File: src/srsb_pkg.sv
// Package with shared types, constants and the source-to-level table for the SR/stack bank block.
`timescale 1ns / 1ps

package srsb_pkg;

	// Operation codes carried by an input item.
	typedef enum logic [1:0] {
		FN_WRITE_SR = 2'd0,
		FN_RECHECK  = 2'd1,
		FN_WRITE_SP = 2'd2,
		FN_ACK      = 2'd3
	} func_t;

	// Configuration register indexes.
	localparam logic CFG_FAMILY = 1'b0;
	localparam logic CFG_VBR    = 1'b1;

	// Stack pointer banks.
	typedef enum logic [1:0] {
		BANK_USER   = 2'd0,
		BANK_INT    = 2'd1,
		BANK_MASTER = 2'd2
	} bank_t;

	localparam int          ENABLE_MASTER_BIT = 14;
	localparam int          SR_SUPER_BIT      = 13;
	localparam int          SR_MASTER_BIT     = 12;
	localparam int          TOP_SOURCE        = 13;
	localparam logic [15:0] SR_RESET          = 16'h2700;
	localparam logic [31:0] VEC_OFFSET        = 32'h0000_0060;

	// Result of one interrupt check.
	typedef struct packed {
		logic        hit;
		logic [2:0]  level;
		logic [31:0] addr;
	} irq_t;

	// Architectural state visible to the rest of the block.
	typedef struct packed {
		logic [15:0] sr;
		logic [31:0] sp;
		logic        pending;
	} core_state_t;

	// Fixed mapping from request source number to interrupt level.
	function automatic logic [2:0] level_of(input logic [3:0] src);
		logic [2:0] lvl;
		unique case (src)
			4'd0, 4'd1, 4'd2:          lvl = 3'd1;
			4'd3:                      lvl = 3'd2;
			4'd4, 4'd5, 4'd6:          lvl = 3'd3;
			4'd7, 4'd8, 4'd9, 4'd10:   lvl = 3'd4;
			4'd11, 4'd12:              lvl = 3'd5;
			4'd13, 4'd14:              lvl = 3'd6;
			4'd15:                     lvl = 3'd7;
			default:                   lvl = 3'd1;
		endcase
		return lvl;
	endfunction

	// Bank chosen by the S and M bits of a status value.
	function automatic bank_t bank_of(input logic [15:0] sr, input logic mbit_ok);
		bank_t b;
		priority if (!sr[SR_SUPER_BIT]) begin
			b = BANK_USER;
		end else if (mbit_ok && sr[SR_MASTER_BIT]) begin
			b = BANK_MASTER;
		end else begin
			b = BANK_INT;
		end
		return b;
	endfunction

endpackage

File: src/srsb_irq_check.sv
// Interrupt priority check: priority encoder, level table, mask compare and vector address.
`timescale 1ns / 1ps

module srsb_irq_check (
	input  logic               enable,
	input  logic [2:0]         mask,
	input  logic               pending,
	input  logic [14:0]        chip_request,
	input  logic [14:0]        chip_enable,
	input  logic [31:0]        vector_base,
	output srsb_pkg::irq_t     irq
);

	logic [13:0] live;
	logic        found;
	logic [3:0]  src;
	logic [2:0]  lvl;
	logic        take;

	assign live = chip_request[13:0] & chip_enable[13:0];

	// Highest live source wins; later iterations override earlier ones.
	always_comb begin
		found = 1'b0;
		src   = 4'd0;
		for (int b = 0; b <= srsb_pkg::TOP_SOURCE; b++) begin
			if (live[b]) begin
				found = 1'b1;
				src   = 4'(b);
			end
		end
	end

	assign lvl  = srsb_pkg::level_of(src);
	assign take = enable && !pending && chip_enable[srsb_pkg::ENABLE_MASTER_BIT]
		&& found && (lvl > mask);

	always_comb begin
		irq.hit   = take;
		irq.level = take ? lvl : 3'd0;
		irq.addr  = take ? (vector_base + srsb_pkg::VEC_OFFSET + {27'd0, lvl, 2'b00}) : 32'd0;
	end

endmodule

File: src/srsb_state.sv
// Status register, active and banked stack pointers and the interrupt pending flag.
`timescale 1ns / 1ps

module srsb_state (
	input  logic                    clk,
	input  logic                    arst_n,
	input  logic                    step,
	input  srsb_pkg::func_t         op,
	input  logic [15:0]             new_status,
	input  logic [31:0]             stack_value,
	input  logic [1:0]              cpu_family,
	input  srsb_pkg::irq_t          irq,
	output srsb_pkg::core_state_t   cur,
	output srsb_pkg::core_state_t   nxt
);

	logic [15:0]     sr_q;
	logic [31:0]     sp_q;
	logic [31:0]     user_sp_q;
	logic [31:0]     int_sp_q;
	logic [31:0]     master_sp_q;
	logic            pending_q;

	logic            mbit_ok;
	logic            wr_sr;
	srsb_pkg::bank_t old_bank;
	srsb_pkg::bank_t new_bank;
	logic [31:0]     user_n;
	logic [31:0]     int_n;
	logic [31:0]     master_n;
	logic [31:0]     bank_sp;

	assign mbit_ok  = cpu_family[1];
	assign wr_sr    = (op == srsb_pkg::FN_WRITE_SR);
	assign old_bank = srsb_pkg::bank_of(sr_q, mbit_ok);
	assign new_bank = srsb_pkg::bank_of(new_status, mbit_ok);

	// Save A7 into the old bank first, then load from the new bank.
	assign user_n   = (wr_sr && old_bank == srsb_pkg::BANK_USER)   ? sp_q : user_sp_q;
	assign int_n    = (wr_sr && old_bank == srsb_pkg::BANK_INT)    ? sp_q : int_sp_q;
	assign master_n = (wr_sr && old_bank == srsb_pkg::BANK_MASTER) ? sp_q : master_sp_q;

	always_comb begin
		priority if (new_bank == srsb_pkg::BANK_USER) begin
			bank_sp = user_n;
		end else if (new_bank == srsb_pkg::BANK_MASTER) begin
			bank_sp = master_n;
		end else begin
			bank_sp = int_n;
		end
	end

	always_comb begin
		nxt.sr      = sr_q;
		nxt.sp      = sp_q;
		nxt.pending = pending_q || irq.hit;
		unique case (op)
			srsb_pkg::FN_WRITE_SR: begin
				nxt.sr = new_status;
				nxt.sp = bank_sp;
			end
			srsb_pkg::FN_RECHECK: begin
			end
			srsb_pkg::FN_WRITE_SP: begin
				nxt.sp = stack_value;
			end
			srsb_pkg::FN_ACK: begin
				nxt.pending = 1'b0;
			end
		endcase
	end

	assign cur.sr      = sr_q;
	assign cur.sp      = sp_q;
	assign cur.pending = pending_q;

	always_ff @(posedge clk or negedge arst_n) begin
		if (!arst_n) begin
			sr_q        <= srsb_pkg::SR_RESET;
			sp_q        <= 32'd0;
			user_sp_q   <= 32'd0;
			int_sp_q    <= 32'd0;
			master_sp_q <= 32'd0;
			pending_q   <= 1'b0;
		end else if (step) begin
			sr_q        <= nxt.sr;
			sp_q        <= nxt.sp;
			user_sp_q   <= user_n;
			int_sp_q    <= int_n;
			master_sp_q <= master_n;
			pending_q   <= nxt.pending;
		end
	end

endmodule

File: src/status_register_stack_bank_irq_check_core.sv
// Top level of the status register, stack pointer banking and interrupt check block.
`timescale 1ns / 1ps

// This block keeps a 68k-style status register, the active stack pointer A7 with its
// user, interrupt and master banks, and an interrupt pending flag. Each input transfer
// carries one operation: write the status register (banking A7 and, if the interrupt
// mask changed, checking interrupts), recheck interrupts, write A7, or acknowledge the
// pending interrupt. Every operation yields exactly one result transfer with the state
// after the operation and any interrupt it raised, including the autovector address
// vector_base + 0x60 + level * 4. The block takes one transfer per clock cycle while
// results are drained: an item is captured in an input register, and once the result
// register is free a single pass of banking, priority encoding and a 32-bit add updates
// the state and loads the result register. The input register still accepts an item
// while a finished result waits for out_ready if it is itself empty, so throughput
// drops only when both registers are full. Configuration writes (index 0 cpu_family,
// index 1 vector_base) are always ready and must only be issued while the block is idle.

module status_register_stack_bank_irq_check_core (
	input  logic        clk,
	input  logic        arst_n,

	input  logic        in_valid,
	output logic        in_ready,
	input  logic [1:0]  func,
	input  logic [15:0] new_status,
	input  logic [14:0] chip_request,
	input  logic [14:0] chip_enable,
	input  logic [31:0] stack_value,

	output logic        out_valid,
	input  logic        out_ready,
	output logic [15:0] status_now,
	output logic [31:0] active_stack,
	output logic        irq_raised,
	output logic [2:0]  irq_level_out,
	output logic [31:0] vector_address,
	output logic        irq_pending_out,

	input  logic        cfg_valid,
	output logic        cfg_ready,
	input  logic        cfg_index,
	input  logic [31:0] cfg_data
);

	// Configuration registers.
	logic [1:0]  cpu_family_q;
	logic [31:0] vector_base_q;

	// Input stage.
	logic        valid_s1;
	logic [1:0]  func_s1;
	logic [15:0] new_status_s1;
	logic [14:0] chip_request_s1;
	logic [14:0] chip_enable_s1;
	logic [31:0] stack_value_s1;

	// Result register.
	logic        out_valid_q;

	logic                  advance;
	srsb_pkg::func_t       op;
	logic                  check_en;
	logic [2:0]            check_mask;
	srsb_pkg::irq_t        irq;
	srsb_pkg::core_state_t cur;
	srsb_pkg::core_state_t nxt;

	assign cfg_ready = 1'b1;

	always_ff @(posedge clk or negedge arst_n) begin
		if (!arst_n) begin
			cpu_family_q  <= 2'd0;
			vector_base_q <= 32'd0;
		end else if (cfg_valid && cfg_ready) begin
			unique case (cfg_index)
				srsb_pkg::CFG_FAMILY: cpu_family_q  <= cfg_data[1:0];
				srsb_pkg::CFG_VBR:    vector_base_q <= cfg_data;
			endcase
		end
	end

	// The stored item moves on whenever the result register is empty or being drained.
	assign advance  = valid_s1 && (!out_valid_q || out_ready);
	assign in_ready = !valid_s1 || advance;

	always_ff @(posedge clk or negedge arst_n) begin
		if (!arst_n) begin
			valid_s1 <= 1'b0;
		end else if (in_ready) begin
			valid_s1 <= in_valid;
		end
	end

	// The operation code is reset so that the decode always sees a known value.
	always_ff @(posedge clk or negedge arst_n) begin
		if (!arst_n) begin
			func_s1 <= srsb_pkg::FN_RECHECK;
		end else if (in_valid && in_ready) begin
			func_s1 <= func;
		end
	end

	always_ff @(posedge clk) begin
		if (in_valid && in_ready) begin
			new_status_s1   <= new_status;
			chip_request_s1 <= chip_request;
			chip_enable_s1  <= chip_enable;
			stack_value_s1  <= stack_value;
		end
	end

	assign op = srsb_pkg::func_t'(func_s1);

	// A status write checks against the new mask, and only when the mask changes.
	always_comb begin
		check_en   = 1'b0;
		check_mask = cur.sr[10:8];
		unique case (op)
			srsb_pkg::FN_WRITE_SR: begin
				check_en   = (new_status_s1[10:8] != cur.sr[10:8]);
				check_mask = new_status_s1[10:8];
			end
			srsb_pkg::FN_RECHECK: begin
				check_en = 1'b1;
			end
			srsb_pkg::FN_WRITE_SP, srsb_pkg::FN_ACK: begin
				check_en = 1'b0;
			end
		endcase
	end

	srsb_irq_check u_irq_check (
		.enable       (check_en),
		.mask         (check_mask),
		.pending      (cur.pending),
		.chip_request (chip_request_s1),
		.chip_enable  (chip_enable_s1),
		.vector_base  (vector_base_q),
		.irq          (irq)
	);

	srsb_state u_state (
		.clk         (clk),
		.arst_n      (arst_n),
		.step        (advance),
		.op          (op),
		.new_status  (new_status_s1),
		.stack_value (stack_value_s1),
		.cpu_family  (cpu_family_q),
		.irq         (irq),
		.cur         (cur),
		.nxt         (nxt)
	);

	always_ff @(posedge clk or negedge arst_n) begin
		if (!arst_n) begin
			out_valid_q <= 1'b0;
		end else if (advance) begin
			out_valid_q <= 1'b1;
		end else if (out_ready) begin
			out_valid_q <= 1'b0;
		end
	end

	always_ff @(posedge clk) begin
		if (advance) begin
			status_now      <= nxt.sr;
			active_stack    <= nxt.sp;
			irq_raised      <= irq.hit;
			irq_level_out   <= irq.level;
			vector_address  <= irq.addr;
			irq_pending_out <= nxt.pending;
		end
	end

	assign out_valid = out_valid_q;

	// A new interrupt is never raised while one is already pending.
	a_no_raise_when_pending: assert property (@(posedge clk) disable iff (!arst_n)
		advance && irq.hit |-> !cur.pending)
		else $error("interrupt raised while one was pending");

	// A raised interrupt leaves the pending flag set in the same result.
	a_raise_sets_pending: assert property (@(posedge clk) disable iff (!arst_n)
		out_valid && irq_raised |-> irq_pending_out && irq_level_out != 3'd0)
		else $error("raised interrupt without pending flag or level");

	// Without a raised interrupt the level and vector fields are zero.
	a_quiet_fields_zero: assert property (@(posedge clk) disable iff (!arst_n)
		out_valid && !irq_raised |-> irq_level_out == 3'd0 && vector_address == 32'd0)
		else $error("level or vector nonzero with nothing raised");

	// Every item that moves on shows up as a result in the next cycle.
	a_advance_gives_result: assert property (@(posedge clk) disable iff (!arst_n)
		advance |=> out_valid)
		else $error("stored item produced no result");

endmodule
File: config.mk
export PLATFORM = sky130hd
export DESIGN_NAME = status_register_stack_bank_irq_check_core
export DESIGN_NICKNAME = d
export VERILOG_FILES = /design/src/srsb_pkg.sv /design/src/srsb_irq_check.sv /design/src/srsb_state.sv /design/src/status_register_stack_bank_irq_check_core.sv
export SDC_FILE = /design/constraint.sdc
export NUM_CORES = 1
export LEC_CHECK = 0
export ABC_CLOCK_PERIOD_IN_PS = 3600
export BUFFER_PORTS_ARGS = -buffer_cell sky130_fd_sc_hd__buf_4
export CORE_AREA = 4 4 160 239
export DETAILED_ROUTE_END_ITERATION = 7
export DIE_AREA = 0 0 164 243
export HOLD_SLACK_MARGIN = 0.08
export PLACE_DENSITY = 0.66
export RECOVER_POWER = 100
export SETUP_SLACK_MARGIN = 0.1
export SLEW_MARGIN = 30
export SYNTH_ARGS = -nofsm -noshare
export SYNTH_HDL_FRONTEND = slang
export SYNTH_HIERARCHICAL = 1
export SYNTH_SLANG_ARGS = --single-unit
File: constraint.sdc
create_clock -name clk -period 3.6 [get_ports clk]
set_input_delay 1.08 -clock clk [delete_from_list [all_inputs] [get_ports clk]]
set_output_delay 1.08 -clock clk [all_outputs]
set_load 0.01 [all_outputs]
==> reports/results.ini, run 1 <==
[outcome]
status=finished with violations
violations=capacitance limit, slew limit

[grt]
grt_start_max_net_pins=88
grt_pass1_wl_um=61700
track_usage_pct=19.3
first_global_vias=11300
antenna_found_initial=3
grt-ovfl-total=0

[job]
timing.max_cap.violations=3

[route]
dr.first_iter.drc_count=512
route.antenna.remaining_nets=0
drc_errors=0
vias=11000
drt_pre_antenna_iters=5
vias_per_cell=5.59
wire_per_inst_um=19.8
wirelength_um=38800

[floorplanning]
fp.dieW_um=164
ios=206
dieHeight_um=243
core_area_um2=35900
initial_core_util_pct=44.4
die_area_um2=39900
fp-row-count=85

[sta]
rsz0062_at_grt=no
fin_skew_ns=0.0161
fin_crit_ns=3.40
fin_crit_sh_pct=94.5
max_slew_margin_pct=-38.4
final-hold-violation-count=0
maxSlewViolCount=221
setup_viol=0
fmax_ghz=0.294
holdWs_ns=0.476
worst_pin_slew_ns=2.08
tns_ns=0

[synth]
synth_cells=1265
syn-cell-area_um2=16000
syn_area_per_cell_um2=12.6
syn_nets=1393
yosys_warnings=6

[worst_setup_path]
crit_fanout=7
cp_cell_sequence=nand2_1 > a32o_1 > nand2_1 > a31oi_4 > o21a_1 > ha_2 > mux2i_1 > mux2_4 > inv_1 > ha_2 > fa_2 > a2111o_1 > buf_12 > nand3_1 > xor2_1 > nor2_1
crit_path_end_kind=flop
crit_slowest_cell=a2111o_1
critical-path-max-stage-delay_ns=0.46
worstPathRequired_ns=3.86
crit_type=reg2reg
startpoint_type=flop
arrival_ns=3.66

[power_and_ir_drop]
leakagePower_nw=7.45
power_density_nw_per_um2=667
peakVddDrop_mv=0.416

[worst_hold_path]
hold_class=reg2reg

[placed_design]
placed_cells=1894
place_congestion=0.797
place_area_um2=18100
portBuffers=203
hpwl_um=24500

[layout]
final_cell_area_um2=18600
utilization_pct=51.8
drive_above_1_share_pct=25.0
syn2layout_area_growth_pct=16.6
finalNetCount=1584
nFillCells=3202
fin_cells=1960

[clock_tree]
cts_buffer_depth=3
cts_buffers=36
clock-sinks=344
clk_pin_slew_ns=0.06
clk_latency_ns=0.52
cts_tree=built
htreeDepth=2
clockRootBuffer=clkbuf_16
ctsHoldBuffers=0

## registers in the layout, summed over array words and instances (netlist names), 14 cells and up
register / cells
active_stack: 32
chip_enable_s1: 15
chip_request_s1: 14
new_status_s1: 16
stack_value_s1: 32
status_now: 16
u_state/int_sp_q: 32
u_state/master_sp_q: 32
u_state/sp_q: 32
u_state/sr_q: 16
u_state/user_sp_q: 32
vector_address: 32
vector_base_q: 32
## power by group
part	switching, mW	internal [mW]	total (mW)
registers	0.631	5.23	5.86
clock network	1.49	1.98	3.47
logic	1.65	1.44	3.09
total	3.77	8.65	12.4
## worst max-delay path: cells and delay by family (launching register included)
kind / cells / cell delay, ns
XOR/XNOR: 1 / 0.15
AND/OR/NAND/NOR: 4 / 0.30
AO/OA/AOI/OAI: 4 / 1.01
buffers and inverters: 2 / 0.22
adder cells (fa/ha/maj): 3 / 0.73
flip-flops: 1 / 0.34
multiplexers: 2 / 0.39
## stage by stage
step                setup WS, ns  power [mW]
floorplan                  0.285        8.10
global placement          0.0961        9.09
detailed placement        0.0169        9.24
CTS                       0.0943        12.8
global route              0.0394        13.2
finish                     0.199        12.4
## layer usage
metal / share of wire, % / up-vias / GRT usage [%]
li1: - / 5109 / -
met1: 38 / 5459 / 22.8
met2: 52 / 335 / 34.2
met3: 7.9 / 58 / 5.35
met4: 2.2 / 4 / 5.21
met5: 0.067 / - / 0
## layout by cell type (no fill, tap or decap), types with 8 or more instances in the layout
master	instances
o31ai_1	24
and3_1	27
nand3_1	38
a31o_1	18
mux2_1	42
nor3_1	13
buf_4	56
a31oi_1	21
clkbuf_4	82
o21ai_0	82
xnor2_1	16
mux2_2	139
clkbuf_16	37
dfrtp_1	176
nor2_1	62
edfxtp_1	162
a21boi_0	8
a211oi_1	24
clkbuf_1	107
nor4_1	10
xor2_1	14
o221ai_1	24
a21oi_1	35
inv_1	15
o41ai_1	8
a221oi_1	8
a21o_1	20
nand2_1	104
## worst paths after layout
check	slack, ns	depth (start not counted)	end	from
setup / recovery	0.20	16	vector_address[20]	chip_enable_s1[2]
hold / removal	0.48	2	u_state/int_sp_q[7]	u_state/int_sp_q[7]
setup reg to reg	0.20	16	vector_address[20]	chip_enable_s1[2]
hold reg to reg	0.48	2	u_state/int_sp_q[7]	u_state/int_sp_q[7]
max in group asynchronous	0.61	2	u_state/user_sp_q[15]	arst_n
min in group asynchronous	1.13	1	u_state/master_sp_q[8]	arst_n
## what timing repair did
action,CTS,global route
setup buffers,0,2
gates resized for setup,2,13
pin swaps,1,5
endpoints found under the setup margin,28,31
## cell type report
cell class	instances	area (um^2)	share of cell area, %
timing repair buffer	242	1510	8.10
sequential	344	9430	50.6
antenna	1	2.50	0.0134
multi-input combinational	815	5940	31.9
clock inverter	7	36.3	0.195
inverter	17	66.3	0.356
tap	478	598	3.21
clock buffer	56	1040	5.57
No activity file was read; power rests on OpenSTA's default activity.
==> run 2: changes to the inputs <==
==> constraint.sdc (replaced) <==
create_clock -name clk -period 3.6 [get_ports clk]
set_input_delay 0.54 -clock clk [delete_from_list [all_inputs] [get_ports clk]]
set_output_delay 0.54 -clock clk [all_outputs]
set_load 0.01 [all_outputs]
==> run 2 against run 1 <==
The flow still finishes with violations (capacitance limit, slew limit). Hold slack got worse by 0.26 ns. Sequential power about the same. First-iteration DRC count down 3.3%. Utilization rose by 0.17 points. Cell count rose by 0.20%. Clock skew down 0.0082 ns. Sequential share of layout area is 0.18 points lower. Maximum frequency rose by 1.4%. Largest power group unchanged.
==> reports/results.ini, run 2 (same netlist as run 1, synthesis figures left out) <==
[layout]
regArea_um2=9430  ; about the same
diodes=0  ; was 1
fin_cells=1964  ; was 1960
finalNetCount=1588  ; was 1584
utilization_pct=52.0  ; was 51.8%
final_cell_mix=dfrtp_1 (176), edfxtp_1 (162), mux2_2 (136)  ; was dfrtp_1 (176), edfxtp_1 (162), mux2_2 (139)
multiInputGateArea_um2=5960  ; was 5940 um^2
drive_above_1_share_pct=25.1  ; was 25.0%
final_common_cell=dfrtp_1  ; unchanged
syn2layout_area_growth_pct=17.0  ; was 16.6%
nFillCells=3202  ; unchanged

[grt]
track_usage_pct=19.2  ; was 19.3%
grt_pass1_wl_um=61500  ; was 61700 um
first_global_vias=11200  ; was 11300
antenna_found_initial=1  ; was 3
grt_start_max_net_pins=84  ; was 88
grt-ovfl-total=0  ; unchanged

[worst_setup_path]
crit_slowest_cell=a2111o_1  ; unchanged
r2r_cells=17  ; was 16
crit_path_end_kind=flop  ; unchanged
startpoint_type=flop  ; unchanged
critical-path-max-stage-delay_ns=0.53  ; was 0.46 ns
worstPathRequired_ns=3.86  ; about the same
cp_num_buf_inv=3  ; was 2
r2r_slack_ns=0.24  ; was 0.20 ns
reg2reg_from=chip_request_s1[4]  ; was chip_enable_s1[2]
r2r-end=vector_address[8]  ; was vector_address[20]
cp_cell_sequence=nand2_1 > nand2_1 > o21ai_1 > nand3_1 > a31oi_2 > ha_2 > inv_1 > mux2i_1 > mux2_4 > inv_2 > ha_2 > fa_2 > a2111o_1 > clkbuf_4 > nand2_1 > xor2_1 > nor2_1  ; was nand2_1 > a32o_1 > nand2_1 > a31oi_4 > o21a_1 > ha_2 > mux2i_1 > mux2_4 > inv_1 > ha_2 > fa_2 > a2111o_1 > buf_12 > nand3_1 > xor2_1 > nor2_1
crit_type=reg2reg  ; unchanged
crit_fanout=3  ; was 7
arrival_ns=3.62  ; was 3.66 ns
crit_top_cell=nand2_1
cp_top_family=compound AO/OA/AOI/OAI gates  ; unchanged

[floorplanning]
fp-row-count=85  ; unchanged
initial_core_util_pct=44.4  ; unchanged
core_area_um2=35900  ; unchanged
fp.dieW_um=164  ; unchanged
die_area_um2=39900  ; unchanged
ios=206  ; unchanged
dieHeight_um=243  ; unchanged

[placed_design]
portBuffers=203  ; unchanged
place_ws_ns=0.0156  ; was 0.0169 ns
place_congestion=0.773  ; was 0.797
placed_cells=1899  ; was 1894
hpwl_um=25100  ; was 24500 um

[route]
drc_errors=0  ; unchanged
vias_per_cell=5.56  ; was 5.59
dr.first_iter.drc_count=495  ; was 512
drt_pre_antenna_iters=5  ; unchanged
vias=10900  ; was 11000
wirelength_um=38900  ; was 38800 um
wire_per_inst_um=19.8  ; about the same
route.antenna.remaining_nets=0  ; unchanged

[clock_tree]
ctsHoldBuffers=0  ; unchanged
clk_pin_slew_ns=0.06  ; about the same
htreeDepth=2  ; unchanged
clock-sinks=344  ; unchanged
cts_buffers=36  ; unchanged
clk_latency_ns=0.52  ; about the same
cts_buffer_depth=3  ; unchanged
clockRootBuffer=clkbuf_16  ; unchanged
cts_tree=built  ; unchanged

[sta]
fin_crit_sh_pct=93.2  ; was 94.5%
maxSlewViolCount=132  ; was 221
fmax_ghz=0.298  ; was 0.294 GHz
holdWs_ns=0.220  ; was 0.476 ns
worst_pin_slew_ns=2.21  ; was 2.08 ns
max_slew_margin_pct=-47.2  ; was -38.4%
final-hold-violation-count=0  ; unchanged
tns_ns=0  ; unchanged
fin_skew_ns=0.00790  ; was 0.0161 ns
worst_slack_ns=0.244  ; was 0.199 ns
setup_viol=0  ; unchanged
fin_crit_ns=3.36  ; was 3.40 ns
rsz0062_at_grt=yes  ; was no

[worst_hold_path]
min_delay_path_depth=1  ; was 2
hold_class=in2reg  ; was reg2reg
min_to=stack_value_s1[25]  ; was u_state/int_sp_q[7]
holdCritStartpoint=stack_value[25]  ; was u_state/int_sp_q[7]

[power_and_ir_drop]
peakVddDrop_mv=0.390  ; was 0.416 mV
power_density_nw_per_um2=668  ; was 667 nW/um^2
leakagePower_nw=7.46  ; was 7.45 nW

[outcome]
violations=capacitance limit, slew limit  ; unchanged
status=finished with violations  ; unchanged

[job]
timing.max_cap.violations=3  ; unchanged

run 2: changes by cell type in the layout (fill, tap and decap cells not counted), moves of 3 or more:
cell and change:
a221oi_1 -4, clkbuf_4 -5, clkbuf_8 -3, buf_4 +3, clkbuf_1 +5, mux2_1 +4, a221oi_2 +4, and2_0 -3
mux2_2 -3
run 2: metrics by stage:
stage	cell area, um^2	total power, mW
after floorplan	16000	8.10
after global placement	18100	9.12
after detailed placement	18100	9.26
after CTS	19200	12.8
after global routing	18700	13.2
final	18700	12.5
run 2: metal layers:
layer	global-route usage (%)	part of all wire, %
met2	33.5	51
met3	5.53	7.5
met4	5.23	2.0
met5	0	0
met1	23.2	40
run 2: timing repair:
| action | in CTS | in global routing |
|---|---|---|
| setup buffers | 0 | 1 |
| setup endpoints to repair | 30 | 31 |
| pin swaps | 1 | 15 |
| gates resized for setup | 3 | 19 |
run 2: area by class of cell:
| class | instances | area share, % |
|---|---|---|
| timing repair buffer | 246 | 8.32 |
| inverter | 17 | 0.348 |
| multi-input combinational | 815 | 31.9 |
| clock inverter | 9 | 0.375 |
| sequential | 344 | 50.5 |
| clock buffer | 55 | 5.37 |
| tap | 478 | 3.20 |
run 2: how the worst max path moves through the flow:
stage	slack [ns]	to	cells past startpoint	start
floorplan	0.35	vector_address[18]	16	chip_request_s1[2]
global placement	0.09	vector_address[28]	18	chip_request_s1[4]
detailed placement	0.02	vector_address[28]	18	chip_request_s1[4]
CTS	0.12	vector_address[28]	18	chip_request_s1[4]
global route	0.02	u_state/pending_q	17	chip_enable_s1[1]
finish	0.24	vector_address[8]	17	chip_request_s1[4]
run 2: power by group:
part	total, mW	switching, mW	internal (mW)	leakage [nW]
sequential	5.85	0.633	5.22	3.86
clock	3.50	1.51	2.00	0.522
combinational	3.13	1.66	1.46	3.08
total	12.5	3.80	8.68	7.46
